`config.mk`:
```
export PLATFORM = sky130hd
export DESIGN_NAME = ppfa_alu
export DESIGN_NICKNAME = d
export VERILOG_FILES = /design/src/design/ppfa_pkg.sv /design/src/design/ppfa_alu.sv
export SDC_FILE = /design/constraint.sdc
export NUM_CORES = 1
export LEC_CHECK = 0
export ABC_AREA = 1
export BUFFER_PORTS_ARGS = -buffer_cell sky130_fd_sc_hd__buf_2
export CAP_MARGIN = 0
export CELL_PAD_IN_SITES_DETAIL_PLACEMENT = 1
export CELL_PAD_IN_SITES_GLOBAL_PLACEMENT = 1
export CORE_MARGIN = 3
export CORE_UTILIZATION = 31
export DETAILED_ROUTE_END_ITERATION = 8
export PLACE_DENSITY_LB_ADDON = 0.05
export SYNTH_ARGS = -nofsm -noshare
export SYNTH_HDL_FRONTEND = slang
export SYNTH_SLANG_ARGS = --single-unit
```
`constraint.sdc`:
```
create_clock -name vclk -period 4.6
set_input_delay 0.69 -clock vclk [all_inputs]
set_output_delay 0.69 -clock vclk [all_outputs]
set_load 0.03 [all_outputs]
```
`src/design/ppfa_pkg.sv`:
```
// Shared types, constants and codes of the per-CPU page free-list allocator.
`default_nettype none

package ppfa_pkg;

    // Default sizing of the top level
    localparam int CPU_COUNT_DEF  = 8;
    localparam int PAGE_COUNT_DEF = 32768;
    localparam int PAGE_SHIFT_DEF = 12;

    // Fixed field widths
    localparam int ADDR_W      = 34;
    localparam int CPU_FIELD_W = 3;
    localparam int STATUS_W    = 2;
    localparam int ALU_W       = ADDR_W + 1;
    localparam int CFG_IDX_W   = 2;

    // Configuration register indexes
    localparam logic [CFG_IDX_W-1:0] CFG_LOW_LIMIT = 2'd0;
    localparam logic [CFG_IDX_W-1:0] CFG_TOP_LIMIT = 2'd1;

    localparam logic [ADDR_W-1:0] LOW_LIMIT_RST = 34'h0_8000_0000;
    localparam logic [ADDR_W-1:0] TOP_LIMIT_RST = 34'h0_8800_0000;

    // Request kinds
    localparam logic REQ_ALLOC = 1'b0;
    localparam logic REQ_FREE  = 1'b1;

    // Result status codes
    localparam logic [STATUS_W-1:0] STATUS_OK     = 2'd0;
    localparam logic [STATUS_W-1:0] STATUS_REJECT = 2'd1;
    localparam logic [STATUS_W-1:0] STATUS_EMPTY  = 2'd2;

    typedef struct packed {
        logic                   req_type;
        logic [CPU_FIELD_W-1:0] cpu;
        logic [ADDR_W-1:0]      page_addr;
    } req_t;

    typedef struct packed {
        logic [ADDR_W-1:0]   alloc_addr;
        logic [STATUS_W-1:0] status;
    } rsp_t;

    // Operation handed to the shared adder
    typedef struct packed {
        logic [ALU_W-1:0] a;
        logic [ALU_W-1:0] b;
        logic             sub;
    } alu_req_t;

    // carry is set on a subtract when a >= b
    typedef struct packed {
        logic             carry;
        logic [ALU_W-1:0] sum;
    } alu_rsp_t;

    typedef enum logic [3:0] {
        ST_IDLE,
        ST_F_LOW,
        ST_F_TOP,
        ST_F_BASE,
        ST_F_IDX,
        ST_F_PUSH,
        ST_A_HEAD,
        ST_A_LINK,
        ST_DONE
    } state_t;

endpackage

`default_nettype wire

```
`src/design/ppfa_alu.sv`:
```
// Shared adder/subtractor used by every address step of the sequencer.
`default_nettype none

module ppfa_alu
    import ppfa_pkg::*;
(
    input  wire alu_req_t op,
    output alu_rsp_t      res
);

    logic [ALU_W:0] total;

    always_comb
    begin
        if (op.sub)
        begin
            total = {1'b0, op.a} + {1'b0, ~op.b} + {{ALU_W{1'b0}}, 1'b1};
        end
        else
        begin
            total = {1'b0, op.a} + {1'b0, op.b};
        end
        res.carry = total[ALU_W];
        res.sum   = total[ALU_W-1:0];
    end

endmodule

`default_nettype wire

```
==> run metrics, run 1 <==
Fin. Hold Viols=0; commonest non-fill, non-tap cell in the layout=nand2_1; die width=140 µm; max-cap viol count=0; Hold-fix buffers, CTS=0; Post-Syn Instances=1,148; Max stage delay on crit path=0.38 ns; Setup crit end kind=output port; post-CTS setup buffers=0; hold_sp=op[1]; biggest area consumer among synthesized cells=nand2_1; PortBufs=107; Area after DPL=0.00629 mm²; most numerous cell on the critical path=nand2_1; # rows=48; RSZ-0062 raised after global routing=no; seq_cells=0; number of global-route vias before repair=7,236; Slew @ Worst Pin=0.719 ns; clock buf count=0; final non-filler cell total=1,455; n_diodes=0; initial core utilization=32.1%; Critical path origin=op[1]; Post-Syn Nets=1,291; fin crit share=80.4%; global placer's final weighted congestion=0.949; Core Box Area=0.0175 mm²; Yosys cell types=37; post-DP HPWL=21.9 mm; global-route wire length before repair=38.3 mm; Antenna Nets Post-Route=0; nets@finish=1,375; vias=7,275; fin. max-slew vios=0; layout cell share with drive strength beyond 1=10.2%; critical-path cell list=buf_2, ha_1, inv_1, fa_1, inv_1, nand3_1, nand3_1, nand2_1, nand2_1, nand2_1, nand2_1, nand2_1, nand3_1, nand2_1, nand2_1, nand2_1, nand2_1, buf_2; most frequent cells in the layout=nand2_1 (417), inv_1 (207), nor2_1 (141); post-layout min period=3.70 ns; IR drop worst, VDD=79.2 µV; DRC=0; WP data arrival=3.01 ns; top-area cell type share of the netlist area=27.9%; headroom to the max-slew limit=51.6%; largest cells by area after synthesis=nand2_1 (28%), ha_1 (16%), inv_1 (14%); syn_area_per_cell=4.88 µm²; FMAX=0.270 GHz; total gr overflow=0; Worst Hold Class=in2out; WL/cell=16.8 µm; Setup crit start kind=input pin; chip height=140 µm; Initial DRT Pass Iterations=7; dpl cells=1,455; initial DRC count=377; P&R area growth vs syn=12.2%; GRT Total Usage=24.1%; total wire length=24.5 mm; Die ar.=0.0197 mm²; Vias/cell=5.00; largest net degree at the start of global routing=38; YS warnings=0; required time of the worst setup path=3.91 ns; # IOs=107; Pleak=3.79 nW; register area=0 µm²; Seq/Total Area, Yosys=0%; outcome=finished, final reports clean; Slowest-stage cell, CP=fa_1; CP Capture Point=res[26]; post-cts resize count=0; Cell Area, Synth=0.00561 mm²; worst-path maximum fanout=4; Fin Setup TNS=0 ns; Final setup violation count=0; PD cells=157 mW/mm²; initial antenna violation count=0; Non-Filler Cell Area, Final=0.00629 mm²; critical path class=in2out
==> power breakdown <==
| group | switching, W | internal, W | total, W |
|---|---|---|---|
| clock network | 0 | 0 | 0 |
| logic | 0.000695 | 0.000289 | 0.000984 |
| registers | 0 | 0 | 0 |
| total | 0.000695 | 0.000289 | 0.000984 |
==> per-layer routing <==
layer | up-vias | track usage, % | part of all wire (%)
met1 | 3442 | 35.6 | 50
met3 | 6 | 1.23 | 3.9
met4 | 0 | 1.17 | 0.37
met5 | - | 0 | 0
li1 | 3686 | - | -
met2 | 141 | 40.8 | 46
==> through the flow <==
step	worst slack (ns)	hold WS (ns)	util (%)	power (W)
after floorplan	1.43	1.60	-	0.000669
after global placement	0.875	1.79	36.0	0.000974
after detailed placement	0.894	1.79	36.0	0.000978
after CTS	0.883	1.79	36.0	0.000982
after global routing	0.673	1.82	36.0	0.00109
final	0.901	1.78	36.0	0.000984
==> kinds of logic (layout without fill, tap and decap cells) <==
family | after synthesis | after routing | synth area share [%]
AO/OA/AOI/OAI | 130 | 130 | 13.1
multiplexers | 1 | 1 | 0.179
adder cells (fa/ha/maj) | 72 | 72 | 16.3
buffers and inverters | 240 | 322 | 17.3
XOR/XNOR | 25 | 25 | 3.91
AND/OR/NAND/NOR | 680 | 680 | 49.2
==> synthesized netlist by cell type (8+ instances only) <==
cell	number
nand2_1	417
inv_1	207
nor2_1	141
nand3_1	78
ha_1	70
a21oi_1	58
o21ai_0	38
xor2_1	23
o21bai_1	18
nand4_1	15
nor3_1	15
buf_2	13
clkbuf_2	8
==> layout make-up <==
type / instances / area [µm²]
Timing Repair Buffer: 114 / 588
Tap cell: 225 / 282
Multi-Input combinational cell: 908 / 4640
Fill cell: 2593 / 11200
Inverter: 208 / 781
==> worst min-delay path by stage <==
stage	end	slack [ns]	cells past startpoint
finish	res[0]	1.78	4
global route	res[0]	1.82	4
CTS	res[0]	1.79	4
detailed placement	res[0]	1.79	4
global placement	res[0]	1.79	4
floorplan	res[0]	1.60	2
==> worst max-delay path: cells and delay by family <==
kind / cells / cell delay, ns
fa+ha+maj: 2 / 0.70
buf+inv: 4 / 0.52
simple gates: 12 / 1.08
Power figures use the tool's default switching activity.
==> run 2: changes to the inputs <==
==> constraint.sdc (replaced) <==
create_clock -name vclk -period 3
set_input_delay 0.45 -clock vclk [all_inputs]
set_output_delay 0.45 -clock vclk [all_outputs]
set_load 0.03 [all_outputs]
==> run metrics, run 2 (synthesis results as in run 1) <==
fin. max-slew vios=0 (unchanged); global placer's final weighted congestion=0.979 (was 0.949); chip height=140 µm (unchanged); most frequent cells in the layout=nand2_1 (413), inv_1 (206), nor2_1 (117) (was nand2_1 (417), inv_1 (207), nor2_1 (141)); post-CTS setup buffers=0 (unchanged); total power=0.00168 W (was 0.000984 W); Die ar.=0.0197 mm² (unchanged); initial DRC count=406 (was 377); worst-path maximum fanout=7 (was 4); vias=7,557 (was 7,275); Final Util=40.5% (was 36.0%); commonest non-fill, non-tap cell in the layout=nand2_1 (unchanged); Core Box Area=0.0175 mm² (unchanged); PortBufs=107 (unchanged); global-route wire length before repair=38.5 mm (was 38.3 mm); total wire length=25.1 mm (was 24.5 mm); CP top delay family=simple AND/OR/NAND/NOR gates (unchanged); nets@finish=1,440 (was 1,375); Pleak=4.11 nW (was 3.79 nW); initial antenna violation count=0 (unchanged); Filler cells=2,574 (was 2,593); outcome=finished, final reports clean (unchanged); Antenna Nets Post-Route=0 (unchanged); Setup crit end kind=output port (unchanged); Final setup violation count=0 (unchanged); Hold-fix buffers, CTS=0 (unchanged); max-cap viol count=0 (unchanged); fin crit share=96.6%; Max stage delay on crit path=0.28 ns (was 0.38 ns); WL/cell=16.5 µm (was 16.8 µm); FMAX=0.345 GHz; n_diodes=0 (unchanged); Slew @ Worst Pin=0.654 ns (was 0.719 ns); # rows=48 (unchanged); headroom to the max-slew limit=55.9% (was 51.6%); layout cell share with drive strength beyond 1=20.1% (was 10.2%); CP bufs+invs=5 (was 4); critical path class=in2out (unchanged); initial core utilization=32.1% (unchanged); post-DP HPWL=22.4 mm (was 21.9 mm); # IOs=107 (unchanged); Vias/cell=4.97 (was 5.00); Initial DRT Pass Iterations=5 (was 7); die width=140 µm (unchanged); P&R area growth vs syn=26.2% (was 12.2%); Setup crit start kind=input pin (unchanged); Hold Worst Slack=1.33 ns (was 1.78 ns); Worst Hold Class=in2out (unchanged); Fin Setup TNS=0 ns (unchanged); DRC=0 (unchanged); most numerous cell on the critical path=nand2_1 (unchanged); post-layout min period=2.90 ns; total gr overflow=0 (unchanged); IR drop worst, VDD=110 µV (was 79.2 µV); seq_cells=0 (unchanged); clock buf count=0 (unchanged); GRT Total Usage=24.2% (was 24.1%); number of global-route vias before repair=7,428 (was 7,236); WP data arrival=2.45 ns (was 3.01 ns); required time of the worst setup path=2.55 ns (was 3.91 ns); PD cells=237 mW/mm² (was 157 mW/mm²); Slowest-stage cell, CP=ha_1 (was fa_1); critical-path cell list=buf_2, inv_1, ha_1, buf_4, inv_1, a21oi_1, nand2_1, a21oi_1, nand2_1, nand2_1, nand4_1, nand2_1, nand2_1, nand2_1, buf_2 (was buf_2, ha_1, inv_1, fa_1, inv_1, nand3_1, nand3_1, nand2_1, nand2_1, nand2_1, nand2_1, nand2_1, nand3_1, nand2_1, nand2_1, nand2_1, nand2_1, buf_2); Fin. Hold Viols=0 (unchanged); largest net degree at the start of global routing=24 (was 38); register area=0 µm² (unchanged)
## run 2: cell types whose count changed in the layout (fill, tap and decap cells not counted), sizes merged
cell,change
clkbuf,+3
buf,+62
## run 2: final timing paths
| kind | startpoint | to | slack (ns) | depth (start not counted) |
|---|---|---|---|---|
| setup / recovery | op[18] | res[34] | 0.10 | 15 |
| hold / removal | op[1] | res[0] | 1.33 | 4 |
## run 2: power breakdown
part	internal, W	switching [W]	total (W)
Combinational	0.000565	0.00111	0.00168
Sequential	0	0	0
Clock	0	0	0
## run 2: through the flow
step                      instance area [µm²]  setup slack (ns)  cells
after global placement                   6780           -0.0105   1520
after detailed placement                 6780           -0.0320   1520
final                                    7080             0.103   1520
after CTS                                6790          0.000119   1520
after floorplan                          5610             0.313   1148
after global routing                     7080           -0.0117   1520
## run 2: area by class of cell
type	instances	area [µm²]	share of cell area, %
repair buffers	179	1090	15.4
inverters	208	781	11.0
multi-input cells	908	4920	69.6
well taps	225	282	3.98
## run 2: worst min-delay path, delay by kind of cell
kind / cells / cell delay (ns)
buf+inv: 3 / 0.30
fa+ha+maj: 1 / 0.14
## run 2: what timing repair did
action / in CTS / in global routing
gates cloned: 0 / 0
setup endpoints to repair: 3 / 26
resized for setup: 3 / 91
pin swaps: 0 / 3
## run 2: metal layers
layer | GRT usage [%] | wire length [µm] | vias to the layer above
li1 | - | - | 3829
met1 | 34.8 | 12100 | 3530
met2 | 40.7 | 11300 | 174
met3 | 1.19 | 1190 | 24
met4 | 3.62 | 455 | 0
met5 | 0 | 0 | -
