`src/design/ppfa_pkg.sv`:
```
// Shared types, constants and codes of the per-CPU page free-list allocator.
`default_nettype none

package ppfa_pkg;

    // Default sizing of the top level
    localparam int CPU_COUNT_DEF  = 8;
    localparam int PAGE_COUNT_DEF = 32768;
    localparam int PAGE_SHIFT_DEF = 12;

    // Fixed field widths
    localparam int ADDR_W      = 34;
    localparam int CPU_FIELD_W = 3;
    localparam int STATUS_W    = 2;
    localparam int ALU_W       = ADDR_W + 1;
    localparam int CFG_IDX_W   = 2;

    // Configuration register indexes
    localparam logic [CFG_IDX_W-1:0] CFG_LOW_LIMIT = 2'd0;
    localparam logic [CFG_IDX_W-1:0] CFG_TOP_LIMIT = 2'd1;

    localparam logic [ADDR_W-1:0] LOW_LIMIT_RST = 34'h0_8000_0000;
    localparam logic [ADDR_W-1:0] TOP_LIMIT_RST = 34'h0_8800_0000;

    // Request kinds
    localparam logic REQ_ALLOC = 1'b0;
    localparam logic REQ_FREE  = 1'b1;

    // Result status codes
    localparam logic [STATUS_W-1:0] STATUS_OK     = 2'd0;
    localparam logic [STATUS_W-1:0] STATUS_REJECT = 2'd1;
    localparam logic [STATUS_W-1:0] STATUS_EMPTY  = 2'd2;

    typedef struct packed {
        logic                   req_type;
        logic [CPU_FIELD_W-1:0] cpu;
        logic [ADDR_W-1:0]      page_addr;
    } req_t;

    typedef struct packed {
        logic [ADDR_W-1:0]   alloc_addr;
        logic [STATUS_W-1:0] status;
    } rsp_t;

    // Operation handed to the shared adder
    typedef struct packed {
        logic [ALU_W-1:0] a;
        logic [ALU_W-1:0] b;
        logic             sub;
    } alu_req_t;

    // carry is set on a subtract when a >= b
    typedef struct packed {
        logic             carry;
        logic [ALU_W-1:0] sum;
    } alu_rsp_t;

    typedef enum logic [3:0] {
        ST_IDLE,
        ST_F_LOW,
        ST_F_TOP,
        ST_F_BASE,
        ST_F_IDX,
        ST_F_PUSH,
        ST_A_HEAD,
        ST_A_LINK,
        ST_DONE
    } state_t;

endpackage

`default_nettype wire

```
`src/design/ppfa_pick.sv`:
```
// List selection: own CPU list for a free or when it is non-empty, else lowest-numbered other non-empty list.
`default_nettype none

module ppfa_pick
    import ppfa_pkg::*;
#(
    parameter int CPU_COUNT = CPU_COUNT_DEF
) (
    input  wire logic                   req_type,
    input  wire logic [CPU_FIELD_W-1:0] cpu,
    input  wire logic [CPU_COUNT-1:0]   head_valid,
    output logic [((CPU_COUNT > 1) ? $clog2(CPU_COUNT) : 1)-1:0] sel,
    output logic                        got
);

    localparam int CPU_W = (CPU_COUNT > 1) ? $clog2(CPU_COUNT) : 1;

    logic [CPU_W-1:0] own;
    logic [CPU_W-1:0] steal;
    logic             found;

    always_comb
    begin
        own = '0;
        // cpu mod CPU_COUNT as a small constant table
        for (int i = 0; i < (1 << CPU_FIELD_W); i++)
        begin
            if (cpu == CPU_FIELD_W'(i))
            begin
                own = CPU_W'(i % CPU_COUNT);
            end
        end

        steal = '0;
        found = 1'b0;
        // scan downwards so the lowest index wins
        for (int i = CPU_COUNT - 1; i >= 0; i--)
        begin
            if (head_valid[i] && (CPU_W'(i) != own))
            begin
                steal = CPU_W'(i);
                found = 1'b1;
            end
        end

        if (req_type == REQ_FREE || head_valid[own])
        begin
            sel = own;
            got = head_valid[own];
        end
        else
        begin
            sel = steal;
            got = found;
        end
    end

endmodule

`default_nettype wire

```
`config.mk`:
```
export PLATFORM = sky130hd
export DESIGN_NAME = ppfa_pick
export DESIGN_NICKNAME = d
export VERILOG_FILES = /design/src/design/ppfa_pkg.sv /design/src/design/ppfa_pick.sv
export SDC_FILE = /design/constraint.sdc
export NUM_CORES = 1
export LEC_CHECK = 0
export BUFFER_PORTS_ARGS = -buffer_cell sky130_fd_sc_hd__buf_2
export CORE_AREA = 2 2 39 41
export DETAILED_ROUTE_END_ITERATION = 16
export DIE_AREA = 0 0 41 43
export PLACE_DENSITY_LB_ADDON = 0.05
export SETUP_SLACK_MARGIN = 0.4
export SYNTH_ARGS = -nofsm -noshare
export SYNTH_HDL_FRONTEND = slang
export SYNTH_SLANG_ARGS = --single-unit
```
`constraint.sdc`:
```
create_clock -name vclk -period 4.1
set_input_delay 0.82 -clock vclk [all_inputs]
set_output_delay 0.82 -clock vclk [all_outputs]
set_load 0.01 [all_outputs]
```
==> flow_metrics.env, run 1 <==
export IMPL_outcome="completed"
export IMPL_end_kind="output pin"
export IMPL_hpwl_um=822
export IMPL_drv_cap=0
export IMPL_hold_viol=0
export IMPL_relSlewSlack_pct=79.2
export IMPL_dp_cells=82
export IMPL_finalPower_uw=51.1
export IMPL_post_synth_num_cell_types=26
export IMPL_antenna_left=0
export IMPL_nClkBuffers=0
export IMPL_ir_drop_mv=0.0344
export IMPL_fin_ws_ns=1.13
export IMPL_areaGrowthSynthToFinish_pct=21.8
export IMPL_overflow=0
export IMPL_dieWidth_um=41
export IMPL_first_pass_iters=4
export IMPL_hold_buffers=0
export IMPL_nets=80
export IMPL_synthTopCellsByCount="7 x mux2i_1, 6 x nor2_1, 5 x nand2_1"
export IMPL_leakage_uw=0.000206
export IMPL_setup_viol=0
export IMPL_layout_cells_non_filler=82
export IMPL_min_period_ns=2.97
export IMPL_die_area_um2=1760
export IMPL_num_io_pins=16
export IMPL_vias=445
export IMPL_crit_path_max_fanout=11
export IMPL_grt_usage_pct=12.3
export IMPL_drive_gt1_share_pct=28.8
export IMPL_synth_largest_area_cell="mux2i_1"
export IMPL_port_buffers=16
export IMPL_tns_ns=0
export IMPL_worstHoldEndpoint="got"
export IMPL_worstPathArrival_ns=2.15
export IMPL_start_util_pct=26.1
export IMPL_yosys_warnings=0
export IMPL_seq_cell_count=0
export IMPL_rsz0062_at_grt="false"
export IMPL_synth_area_um2=362
export IMPL_cts_resized=0
export IMPL_coreArea_um2=1380
export IMPL_viasPerCell=5.43
export IMPL_timing_final_crit_share_pct=72.5
export IMPL_syn_area_per_cell_um2=6.82
export IMPL_die_y_um=43
export IMPL_finalWeightedCongestion=0.696
export IMPL_synth_most_common_cell="mux2i_1"
export IMPL_first_iter_violations=12
export IMPL_synthesis_nets=65
export IMPL_wl_per_cell_um=12.5
export IMPL_pre_cts_ws_ns=1.10
export IMPL_crit_start="cpu[0]"
export IMPL_grt_start_max_net_pins=12
export IMPL_whs_ns=1.95
export IMPL_slew_violations=0
export IMPL_fmax_ghz=0.336
export IMPL_row_count=14
export IMPL_required_ns=3.28
export IMPL_holdPathStages=3
export IMPL_final_seq_area_um2=0
export IMPL_postCtsSetupBuffers=0
export IMPL_antenna_found_initial=0
export IMPL_critPathLaunchType="input port"
export IMPL_hold_start="req_type"
export IMPL_netlist_instances=53
export IMPL_synthTopCellsByArea="mux2i_1 19%, a31oi_1 6.9%, mux4_2 6.2%, nor2_1 6.2%, nand2_1 5.2%"
export IMPL_grt_first_pass_wirelength_um=1600
export IMPL_drc=0
export IMPL_yosysSeqAreaShare_pct=0
export IMPL_worst_pin_slew_ns=0.311
export IMPL_num_antenna_cells=0
export IMPL_hold_class="in -> out"
export IMPL_yosys_area_top_type_share_pct=19.4
export IMPL_setup_worst_path_class="in -> out"
export IMPL_totalWireLength_um=1030
export IMPL_grt_pass1_vias=362
export IMPL_powerDensity_nw_per_um2=116
-- cell families (layout without fill, tap and decap cells) --
group,Yosys count,in the layout,share of synthesized area [%]
compound gates,20,20,36.7
buf+inv,7,20,10.0
mux,9,9,28.7
simple gates,17,17,24.6
-- where the power goes --
group          internal, uW  switching [uW]  total [uW]  leakage, uW
Clock                     0               0           0            0
Sequential                0               0           0            0
Combinational          22.1            29.0        51.1     0.000206
Total                  22.1            29.0        51.1     0.000206
-- critical path: stages --
cell and delay [ns]:
buf_2 0.24, mux2i_1 0.22, mux4_2 0.29, nand2b_4 0.08
o41ai_1 0.33, buf_2 0.18
-- routing by layer --
layer | track usage, % | wire length [um]
met5 | 0 | 0
met4 | 0 | 0
met3 | 0 | 40
met2 | 17.8 | 451
met1 | 21.0 | 534
-- placed cells by master, fill, tap and decap left out --
cell       netlist  routed
inv_1            4       4
o22ai_1          1       1
o41ai_1          1       1
nand2_1          5       5
nor3b_1          1       1
mux2_1           1       1
o22a_1           1       1
nor2b_1          1       1
o2111ai_1        1       1
o21ai_0          3       3
nor2_1           6       6
o21ai_1          1       1
a311oi_1         1       1
nand2b_4         1       1
mux4_2           1       1
a21oi_1          3       3
buf_2            2      16
o31ai_1          2       2
nor4_1           1       1
a22oi_1          1       1
and3b_1          1       1
a31oi_1          4       4
mux2i_1          7       7
nor3_1           1       1
o21ai_2          1       1
-- area by class of cell --
| class | count | area (um^2) |
|---|---|---|
| fill | 162 | 943 |
| inverter | 4 | 15.0 |
| multi-input combinational | 46 | 325 |
| tap | 16 | 20.0 |
| timing repair buffer | 16 | 80.1 |
-- how the worst max path moves through the flow --
stage,to,depth (start not counted),slack [ns]
CTS,sel[2],6,1.10
finish,sel[2],6,1.13
global route,sel[2],6,0.98
floorplan,sel[2],5,1.28
global placement,sel[2],6,1.11
detailed placement,sel[2],6,1.10
-- per-stage QoR --
stage	cell area [um^2]	util (%)
2_1_floorplan	362	-
5_1_grt	440	31.8
4_1_cts	440	31.8
3_3_place_gp	440	31.8
6_report	440	31.8
3_5_place_dp	440	31.8
No activity file was read; power rests on OpenSTA's default activity.
==> run 2, diff against run 1 <==
Clock period 4.1 ns to 2.98 ns, I/O delays scaled along.
==> run 2 against run 1 <==
Non-clock buffer count unchanged. Worst setup slack got worse by 0.61 ns. Final cell count did not move. Power is 42% higher. Routed wire length increased by 2.7%. Sequential share of layout area is the same. Via count is 1.3% higher. Utilization increased by 0.72 points. Count of clock-buffer cells in the layout stayed put. Combinational power is 42% higher. Critical path depth did not move. Hold slack lost 0.45 ns. Largest power group unchanged. Highest routed layer unchanged.
==> flow_metrics.env, run 2 (synthesis results as in run 1) <==
export IMPL_die_area_um2=1760
export IMPL_cpPeakStageDelay_ns=0.31
export IMPL_min_period_ns=2.46
export IMPL_final_cell_mix="15 x buf_2, 7 x mux2i_1, 6 x nor2_1"
export IMPL_final_core_util_pct=32.5
export IMPL_drv_cap=0
export IMPL_start_util_pct=26.1
export IMPL_hold_viol=0
export IMPL_first_pass_iters=4
export IMPL_hold_buffers=0
export IMPL_wl_per_cell_um=12.9
export IMPL_worstPathArrival_ns=1.86
export IMPL_top_usage_layer="met1"
export IMPL_num_antenna_cells=0
export IMPL_hpwl_um=822
export IMPL_slew_violations=0
export IMPL_nFillCells=162
export IMPL_nClkBuffers=0
export IMPL_grt_usage_pct=12.3
export IMPL_drc=0
export IMPL_setup_worst_path_class="in -> out"
export IMPL_whs_ns=1.50
export IMPL_coreArea_um2=1380
export IMPL_relSlewSlack_pct=76.3
export IMPL_areaGrowthSynthToFinish_pct=24.6
export IMPL_power_switching_share_pct=56.8
export IMPL_end_kind="output pin"
export IMPL_rsz0062_at_grt="false"
export IMPL_seqPwrFrac_pct=0
export IMPL_worst_pin_slew_ns=0.354
export IMPL_totalWireLength_um=1050
export IMPL_cp_slowest_cell="o41ai_2"
export IMPL_nets=80
export IMPL_finalPower_uw=72.6
export IMPL_antenna_left=0
export IMPL_fmax_ghz=0.407
export IMPL_switching_power_uw=41.2
export IMPL_path_buf_inv=2
export IMPL_cp_cell_sequence="clkbuf_4 -> mux2i_1 -> mux4_2 -> nand2b_4 -> o41ai_2 -> buf_2"
export IMPL_hold_class="in -> out"
export IMPL_seq_cell_count=0
export IMPL_drive_gt1_share_pct=30.3
export IMPL_critPathLaunchType="input port"
export IMPL_grtUsageMet2_pct=17.8
export IMPL_outcome="completed"
export IMPL_required_ns=2.38
export IMPL_layout_commonest_cell="buf_2"
export IMPL_leakage_uw=0.000211
export IMPL_crit_path_max_fanout=11
export IMPL_tns_ns=0
export IMPL_powerDensity_nw_per_um2=161
export IMPL_comb_power_share_pct=100.0
export IMPL_grt_start_max_net_pins=12
export IMPL_port_buffers=16
export IMPL_dieWidth_um=41
export IMPL_postCtsSetupBuffers=0
export IMPL_die_y_um=43
export IMPL_intPower_uw=31.4
export IMPL_first_iter_violations=12
export IMPL_grtUsageMet1_pct=21.0
export IMPL_ir_drop_mv=0.0477
export IMPL_final_seq_area_um2=0
export IMPL_viasPerCell=5.50
export IMPL_pre_cts_ws_ns=0.430
export IMPL_path_delay_family="multiplexers"
export IMPL_setup_viol=0
export IMPL_timing_final_crit_share_pct=82.5
export IMPL_clkPwrFrac_pct=0
export IMPL_grt_pass1_vias=362
export IMPL_grt_first_pass_wirelength_um=1600
export IMPL_num_io_pins=16
export IMPL_antenna_found_initial=0
export IMPL_cts_resized=0
export IMPL_finalWeightedCongestion=0.696
export IMPL_multi_input_area_um2=333
export IMPL_gr_usage_met3_pct=0
export IMPL_overflow=0
export IMPL_fin_ws_ns=0.520
export IMPL_row_count=14
export IMPL_vias=451
-- run 2: layer usage --
layer | vias to the layer above | routed length (um)
met5 | - | 0
met4 | 0 | 0
met3 | 0 | 39
met2 | 13 | 477
met1 | 207 | 537
li1 | 231 | -
-- run 2: power by group through the flow --
stage                     Combinational (uW)  Clock, uW  Sequential [uW]
final                                   72.6          0                0
after global routing                    80.5          0                0
after CTS                               70.9          0                0
after detailed placement                70.6          0                0
after global placement                  72.1          0                0
after floorplan                         47.2          0                0
-- run 2: final cells by class --
type / instances / area share [%]
Inverter: 4 / 3.33
Tap cell: 16 / 4.44
Multi-Input combinational cell: 46 / 73.9
Timing Repair Buffer: 16 / 18.3
-- run 2: worst paths after layout --
path | endpoint | cells after the start | from | slack, ns
max | sel[2] | 6 | cpu[0] | 0.52
min | got | 3 | req_type | 1.50
-- run 2: tightest hold or removal path: cells and delay by family --
kind                   cells  cell delay, ns
AO/OA/AOI/OAI              1            0.08
buffers and inverters      2            0.23
-- run 2: metrics by stage --
| stage | cells | area (um^2) |
|---|---|---|
| after floorplan | 53 | 362 |
| after global placement | 82 | 440 |
| after detailed placement | 82 | 440 |
| after CTS | 82 | 440 |
| after global routing | 82 | 450 |
| final | 82 | 450 |
