[src/design/ppfa_ram.sv]
// Generic single-write, single-read RAM with registered read data.
`default_nettype none

module ppfa_ram #(
    parameter int WIDTH = 8,
    parameter int DEPTH = 2
) (
    input  wire logic                              clk,
    input  wire logic                              we,
    input  wire logic [((DEPTH > 1) ? $clog2(DEPTH) : 1)-1:0] waddr,
    input  wire logic [WIDTH-1:0]                  wdata,
    input  wire logic                              re,
    input  wire logic [((DEPTH > 1) ? $clog2(DEPTH) : 1)-1:0] raddr,
    output logic      [WIDTH-1:0]                  rdata
);

    logic [WIDTH-1:0] mem [DEPTH];

    always_ff @(posedge clk)
    begin
        if (we)
        begin
            mem[waddr] <= wdata;
        end
    end

    // Read data holds until the next read
    always_ff @(posedge clk)
    begin
        if (re)
        begin
            rdata <= mem[raddr];
        end
    end

endmodule

`default_nettype wire

[config.mk]
export PLATFORM = sky130hd
export DESIGN_NAME = ppfa_ram
export DESIGN_NICKNAME = d
export VERILOG_FILES = /design/src/design/ppfa_ram.sv
export SDC_FILE = /design/constraint.sdc
export NUM_CORES = 1
export LEC_CHECK = 0
export CAP_MARGIN = 15
export CORE_AREA = 2 2 46 44
export CTS_CLUSTER_DIAMETER = 40
export DETAILED_ROUTE_END_ITERATION = 7
export DIE_AREA = 0 0 48 46
export DONT_BUFFER_PORTS = 1
export GPL_TIMING_DRIVEN = 0
export HOLD_SLACK_MARGIN = 0.06
export PLACE_DENSITY = 0.78
export SETUP_SLACK_MARGIN = 0.02
export SKIP_CTS_REPAIR_TIMING = 1
export SLEW_MARGIN = 20
export SYNTH_ARGS = -nofsm -noshare
export SYNTH_HDL_FRONTEND = slang
export SYNTH_SLANG_ARGS = --single-unit
[constraint.sdc]
create_clock -name clk -period 0.9 [get_ports clk]
set_input_delay 0.09 -clock clk [delete_from_list [all_inputs] [get_ports clk]]
set_output_delay 0.09 -clock clk [all_outputs]
set_load 0.05 [all_outputs]
==> flow_results.xml, run 1 <==
<?xml version="1.0" encoding="UTF-8"?>
<metrics>
  <group name="yosys">
    <metric name="syn_avg_cell_area" unit="um^2">24.7</metric>
    <metric name="syn_nets" unit="">48</metric>
    <metric name="ys_seq_area_share" unit="%">83.4</metric>
    <metric name="ys_ff_latch" unit="">24</metric>
    <metric name="synth.distinct_cells" unit="">5</metric>
    <metric name="yosys_warn_count" unit="">0</metric>
    <metric name="synth_cells" unit="">35</metric>
    <metric name="synthesis.area" unit="um^2">865</metric>
  </group>
  <group name="critical_path">
    <metric name="r2r-end" unit="">rdata[5]</metric>
    <metric name="ff2ff_setup_slack" unit="ps">-20</metric>
    <metric name="depth_of_the_worst_register_to_register_path" unit="">1</metric>
    <metric name="crit_path_max_fanout" unit="">1</metric>
    <metric name="critical_path_class" unit="">flip-flop to output port</metric>
    <metric name="path_depth" unit="">0</metric>
    <metric name="cp.arrival" unit="ps">960</metric>
    <metric name="worstReg2RegStart" unit="">mem[1][5]</metric>
    <metric name="crit_path_end_kind" unit="">output port</metric>
    <metric name="setup.worst_path.start_class" unit="">flip-flop</metric>
    <metric name="timing.critical_path.required" unit="ps">810</metric>
  </group>
  <group name="timing">
    <metric name="grt_setup_unrepaired" unit="">yes</metric>
    <metric name="finalHoldViolations" unit="">0</metric>
    <metric name="post-route-worst-setup-slack" unit="ps">-149</metric>
    <metric name="report.final.slew_viol_count" unit="">0</metric>
    <metric name="setup_violations" unit="">9</metric>
    <metric name="timing_worst_slew_pin_value" unit="ps">455</metric>
    <metric name="finalCritPeriodShare" unit="%">117</metric>
    <metric name="fmax" unit="MHz">954</metric>
    <metric name="skew" unit="ps">6.07</metric>
    <metric name="finalCriticalPeriod" unit="ps">1050</metric>
    <metric name="slew_headroom" unit="%">69.7</metric>
  </group>
  <group name="global_route">
    <metric name="grt_antenna_before_repair" unit="">0</metric>
    <metric name="grt.met1_usage" unit="%">10.8</metric>
    <metric name="grt_util_met3" unit="%">5.16</metric>
    <metric name="global_route.overflow_total" unit="">0</metric>
    <metric name="gr-max-usage-layer" unit="">met2</metric>
    <metric name="grt_pass1_wl" unit="um">1430</metric>
    <metric name="grt_max_degree" unit="">15</metric>
    <metric name="via_count_of_the_first_global_routing_pass" unit="">307</metric>
    <metric name="met2_usage" unit="%">17.6</metric>
    <metric name="globalRouteTotalUtil" unit="%">11.0</metric>
  </group>
  <group name="clock_network">
    <metric name="clock_tree.htree_level_count" unit="">1</metric>
    <metric name="clk_pin_slew_worst_paths" unit="ps">120</metric>
    <metric name="clock-root-buffer" unit="">sky130_fd_sc_hd__clkbuf_4</metric>
    <metric name="cts-buffers-inserted" unit="">3</metric>
    <metric name="clock-sinks" unit="">24</metric>
    <metric name="clock_insertion_delay_worst_skew" unit="ps">310</metric>
    <metric name="cts_tree" unit="">done</metric>
    <metric name="max-clock-path-buffers" unit="">2</metric>
  </group>
  <group name="final_layout">
    <metric name="ff_latch_area" unit="um^2">721</metric>
    <metric name="syn2layout_area_growth" unit="%">20.4</metric>
    <metric name="finish.net_count" unit="">62</metric>
    <metric name="final.fill_count" unit="">129</metric>
    <metric name="multiInputGateArea" unit="um^2">135</metric>
    <metric name="most-common-layout-cells" unit="">sky130_fd_sc_hd__edfxtp_1, sky130_fd_sc_hd__dlygate4sd3_1, sky130_fd_sc_hd__mux2_4, sky130_fd_sc_hd__clkbuf_4</metric>
    <metric name="final_cell_area" unit="um^2">1040</metric>
    <metric name="insertedDiodeCount" unit="">0</metric>
    <metric name="post_route_cells_drive_above_1_share" unit="%">29.2</metric>
    <metric name="layout.cells.non_filler" unit="">73</metric>
    <metric name="layout.cells.most_common" unit="">sky130_fd_sc_hd__edfxtp_1</metric>
  </group>
  <group name="die">
    <metric name="die-width" unit="um">48</metric>
    <metric name="coreArea" unit="um^2">1780</metric>
    <metric name="placementRows" unit="">15</metric>
    <metric name="design.die.area" unit="um^2">2210</metric>
    <metric name="initial_core_util" unit="%">48.5</metric>
    <metric name="chipHeight" unit="um">46</metric>
    <metric name="ioPinCount" unit="">21</metric>
  </group>
  <group name="drt">
    <metric name="post_drt_wl_per_cell" unit="um">13.9</metric>
    <metric name="via_per_inst" unit="">4.56</metric>
    <metric name="drt_pass1_iterations" unit="">2</metric>
    <metric name="dr_total_vias" unit="">333</metric>
    <metric name="ant_nets" unit="">0</metric>
    <metric name="totalWireLength" unit="um">1020</metric>
    <metric name="drt_first_iter_violations" unit="">5</metric>
    <metric name="remaining_drc_errors" unit="">0</metric>
  </group>
  <group name="power_and_ir_drop">
    <metric name="design_power_total" unit="W">0.00231</metric>
    <metric name="cellPowerDensity" unit="nW/um^2">2220</metric>
    <metric name="vdd.ir_drop.worst" unit="V">0.00109</metric>
    <metric name="power.leakage" unit="nW">0.372</metric>
  </group>
  <group name="outcome">
    <metric name="violations" unit="">negative setup slack</metric>
    <metric name="outcome" unit="">finished, violations left</metric>
  </group>
  <group name="placement">
    <metric name="post_dp_cell_area" unit="um^2">898</metric>
    <metric name="buffer_ports.inserted" unit="">0</metric>
    <metric name="dp_slack" unit="ps">-6.16</metric>
    <metric name="place.gp.congestion" unit="">0.680</metric>
    <metric name="numPlacedInstances" unit="">60</metric>
  </group>
  <group name="worst_hold_path">
    <metric name="hold_class" unit="">input port to flip-flop</metric>
    <metric name="worstHoldPathCells" unit="">1</metric>
    <metric name="hold_path_end" unit="">mem[0][1]</metric>
    <metric name="timing.hold.worst.start" unit="">waddr</metric>
  </group>
  <group name="flow_run">
    <metric name="number_of_maximum_capacitance_violations" unit="">0</metric>
  </group>
</metrics>
[cell usage after synthesis]
cell	n	area share (%)
sky130_fd_sc_hd__edfxtp_1	24	83
sky130_fd_sc_hd__and2_1	1	0.72
sky130_fd_sc_hd__nor2b_1	1	0.72
sky130_fd_sc_hd__buf_6	1	1.3
sky130_fd_sc_hd__mux2_4	8	14
[metal layers]
layer / vias up / part of all wire [%] / wire (um)
met1: 151 / 40 / 410
met3: 4 / 3.5 / 36
met2: 15 / 53 / 542
met4: 0 / 2.6 / 26
met5: - / 0 / 0
li1: 163 / - / -
[report_power, final]
| group | internal [W] | leakage, nW | switching [W] |
|---|---|---|---|
| Clock | 0.000451 | 0.0279 | 0.000293 |
| Sequential | 0.00132 | 0.228 | 0.000116 |
| Combinational | 0.0000813 | 0.115 | 0.0000447 |
[metrics by stage]
step | utilization, % | hold WS, ps | setup TNS, ps
floorplan | - | 189 | 0
global placement | 50.4 | 189 | 0
detailed placement | 50.4 | 189 | -6.16
CTS | 53.3 | -140 | -1260
global route | 58.4 | 7.84 | -1660
finish | 58.4 | 24.7 | -1180
[final cells by class]
| cell class | count | share of cell area (%) |
|---|---|---|
| sequential | 24 | 69.2 |
| multi-input combinational | 10 | 13.0 |
| timing repair buffer | 9 | 8.65 |
| tap | 25 | 3.00 |
| clock inverter | 1 | 2.88 |
| clock buffer | 3 | 2.16 |
| buffer | 1 | 1.08 |
[worst max-delay path by stage]
| stage | from | end | slack [ps] |
|---|---|---|---|
| 2_1_floorplan | mem[0][0] | rdata[0] | 50 |
| 3_3_place_gp | mem[0][4] | rdata[4] | 40 |
| 3_5_place_dp | mem[1][5] | rdata[5] | -6 |
| 4_1_cts | rdata[4] | rdata[4] | -160 |
| 5_1_grt | rdata[1] | rdata[1] | -210 |
| 6_report | rdata[4] | rdata[4] | -150 |
[state kept, by name, summed over array words and instances, names as in the netlist]
register,cells
mem,16
rdata,8
[cell families (layout without fill, tap and decap cells)]
group,after synthesis,count (layout),share of synthesized area (%)
flops,24,24,83.4
simple gates,2,2,1.45
mux,8,8,13.9
buf+inv,1,14,1.30
(Power assumes the default switching activity.)
==> inputs of run 2 (changes only) <==
- CORE_AREA: 2 2 46 44 -> 2 2 44 42
- DIE_AREA: 0 0 48 46 -> 0 0 46 44
- PLACE_DENSITY: 0.78 -> 0.81
- SETUP_SLACK_MARGIN: 0.02 -> default
- clock period: 0.9 -> 0.97 ns (I/O delays scaled with it)
==> run 2 against run 1 <==
Compared with the run above:
- the flow still finishes with violations (negative setup slack)
- clock skew about the same
- die area fell by 8.3%
- flip-flop and latch count is the same
- routed wire length fell by 9.9%
- cell count down 12%
- worst setup slack gained 65 ps
- sequential share of layout area up 2.8 points
- clock power is 44% lower
- non-clock buffer count is the same
- combinational power decreased by 8%
- highest routed layer unchanged
- design area shrank 3.8%
==> flow_results.xml, run 2 (synthesized netlist as in run 1, its figures left out) <==
<?xml version="1.0" encoding="UTF-8"?>
<metrics>
  <group name="clock_network">
    <metric name="clock-root-buffer" unit="">sky130_fd_sc_hd__clkbuf_4</metric>
    <metric name="max-clock-path-buffers" unit="">2</metric>
    <metric name="clock_insertion_delay_worst_skew" unit="ps">310</metric>
    <metric name="cts-buffers-inserted" unit="">3</metric>
    <metric name="cts_tree" unit="">done</metric>
    <metric name="clock-sinks" unit="">24</metric>
    <metric name="clk_pin_slew_worst_paths" unit="ps">120</metric>
    <metric name="clock_tree.htree_level_count" unit="">1</metric>
  </group>
  <group name="final_layout">
    <metric name="layout.cells.most_common" unit="">sky130_fd_sc_hd__edfxtp_1</metric>
    <metric name="final_cell_area" unit="um^2">1000</metric>
    <metric name="biggestRegsByFlops" unit="">mem x16, rdata x8</metric>
    <metric name="finish.net_count" unit="">62</metric>
    <metric name="multiInputGateArea" unit="um^2">133</metric>
    <metric name="syn2layout_area_growth" unit="%">15.8</metric>
    <metric name="layout.cells.non_filler" unit="">64</metric>
    <metric name="final.fill_count" unit="">108</metric>
    <metric name="ff_latch_area" unit="um^2">721</metric>
    <metric name="final_core_util" unit="%">63.5</metric>
    <metric name="post_route_cells_drive_above_1_share" unit="%">25.0</metric>
    <metric name="insertedDiodeCount" unit="">0</metric>
    <metric name="most-common-layout-cells" unit="">sky130_fd_sc_hd__edfxtp_1, sky130_fd_sc_hd__dlygate4sd3_1, sky130_fd_sc_hd__mux2_4, sky130_fd_sc_hd__clkbuf_4</metric>
    <metric name="largest_register_ff_count" unit="">16</metric>
    <metric name="largest-register" unit="">mem</metric>
  </group>
  <group name="worst_hold_path">
    <metric name="hold_class" unit="">input port to flip-flop</metric>
  </group>
  <group name="global_route">
    <metric name="globalRouteTotalUtil" unit="%">9.40</metric>
    <metric name="grt_pass1_wl" unit="um">1270</metric>
    <metric name="grt_max_degree" unit="">14</metric>
    <metric name="grt_antenna_before_repair" unit="">0</metric>
    <metric name="via_count_of_the_first_global_routing_pass" unit="">297</metric>
    <metric name="global_route.overflow_total" unit="">0</metric>
  </group>
  <group name="placement">
    <metric name="buffer_ports.inserted" unit="">0</metric>
    <metric name="post_dp_cell_area" unit="um^2">885</metric>
    <metric name="place.gp.congestion" unit="">0.610</metric>
    <metric name="numPlacedInstances" unit="">51</metric>
  </group>
  <group name="timing">
    <metric name="finalCriticalPeriod" unit="ps">1050</metric>
    <metric name="setup_violations" unit="">8</metric>
    <metric name="report.final.slew_viol_count" unit="">0</metric>
    <metric name="grt_setup_unrepaired" unit="">yes</metric>
    <metric name="slew_headroom" unit="%">52.8</metric>
    <metric name="finalHoldViolations" unit="">0</metric>
    <metric name="skew" unit="ps">5.64</metric>
    <metric name="fmax" unit="MHz">949</metric>
    <metric name="finalCritPeriodShare" unit="%">109</metric>
    <metric name="timing_worst_slew_pin_value" unit="ps">706</metric>
    <metric name="whs" unit="ps">122</metric>
    <metric name="post-route-worst-setup-slack" unit="ps">-83.9</metric>
  </group>
  <group name="drt">
    <metric name="ant_nets" unit="">0</metric>
    <metric name="post_drt_wl_per_cell" unit="um">14.3</metric>
    <metric name="via_per_inst" unit="">5.48</metric>
    <metric name="wl_met1" unit="um">371</metric>
    <metric name="wl_met2" unit="um">469</metric>
    <metric name="met3RoutedLength" unit="um">69</metric>
    <metric name="highest_routed_layer" unit="">met4</metric>
    <metric name="drt_pass1_iterations" unit="">4</metric>
    <metric name="drt_first_iter_violations" unit="">6</metric>
    <metric name="remaining_drc_errors" unit="">0</metric>
    <metric name="dr_total_vias" unit="">351</metric>
    <metric name="totalWireLength" unit="um">915</metric>
  </group>
  <group name="die">
    <metric name="ioPinCount" unit="">21</metric>
    <metric name="coreArea" unit="um^2">1580</metric>
    <metric name="chipHeight" unit="um">44</metric>
    <metric name="design.die.area" unit="um^2">2020</metric>
    <metric name="placementRows" unit="">14</metric>
    <metric name="initial_core_util" unit="%">54.8</metric>
    <metric name="die-width" unit="um">46</metric>
  </group>
  <group name="critical_path">
    <metric name="critical_path_class" unit="">flip-flop to output port</metric>
    <metric name="setup.worst_path.start_class" unit="">flip-flop</metric>
    <metric name="crit_path_max_fanout" unit="">1</metric>
    <metric name="cp.arrival" unit="ps">960</metric>
    <metric name="crit_path_end_kind" unit="">output port</metric>
    <metric name="ff2ff_setup_slack" unit="ps">60</metric>
    <metric name="timing.critical_path.required" unit="ps">870</metric>
  </group>
  <group name="outcome">
    <metric name="violations" unit="">negative setup slack</metric>
    <metric name="outcome" unit="">finished, violations left</metric>
  </group>
  <group name="power_and_ir_drop">
    <metric name="cellPowerDensity" unit="nW/um^2">1860</metric>
    <metric name="power.leakage" unit="nW">0.358</metric>
    <metric name="vdd.ir_drop.worst" unit="V">0.000861</metric>
  </group>
  <group name="flow_run">
    <metric name="number_of_maximum_capacitance_violations" unit="">0</metric>
  </group>
</metrics>
run 2: path summary, 6_finish.rpt:
kind / start / end / depth (start not counted)
max reg2reg: mem[0][3] / rdata[3] / 1
max: rdata[3] / rdata[3] / 0
min: waddr / mem[0][6] / 1
min reg2reg: mem[0][4] / rdata[4] / 1
run 2: layout make-up:
class / count / area share [%]
Sequential cell: 24 / 72.0
Multi-Input combinational cell: 10 / 13.2
Timing Repair Buffer: 9 / 9.00
Clock buffer: 3 / 2.25
Tap cell: 16 / 2.00
Buffer: 1 / 1.13
Clock inverter: 1 / 0.375
run 2: power breakdown:
group | switching [W] | total [W] | internal [W]
Combinational | 0.0000413 | 0.000116 | 0.0000747
Sequential | 0.000105 | 0.00133 | 0.00123
Clock | 0.000263 | 0.000414 | 0.000150
run 2: metal layers:
metal | GRT usage, % | vias to the layer above
met3 | 4.17 | 2
met2 | 15.6 | 20
met5 | 0 | -
li1 | - | 167
met4 | 5.14 | 0
met1 | 9.71 | 162
run 2: stage by stage:
stage | total power [W] | setup TNS [ps] | setup slack, ps
after floorplan | 0.00142 | 0 | 79.6
after global placement | 0.00143 | 0 | 10.9
after detailed placement | 0.00144 | -656 | -82.2
after CTS | 0.00183 | -656 | -84.6
after global routing | 0.00190 | -836 | -112
final | 0.00186 | -605 | -83.9
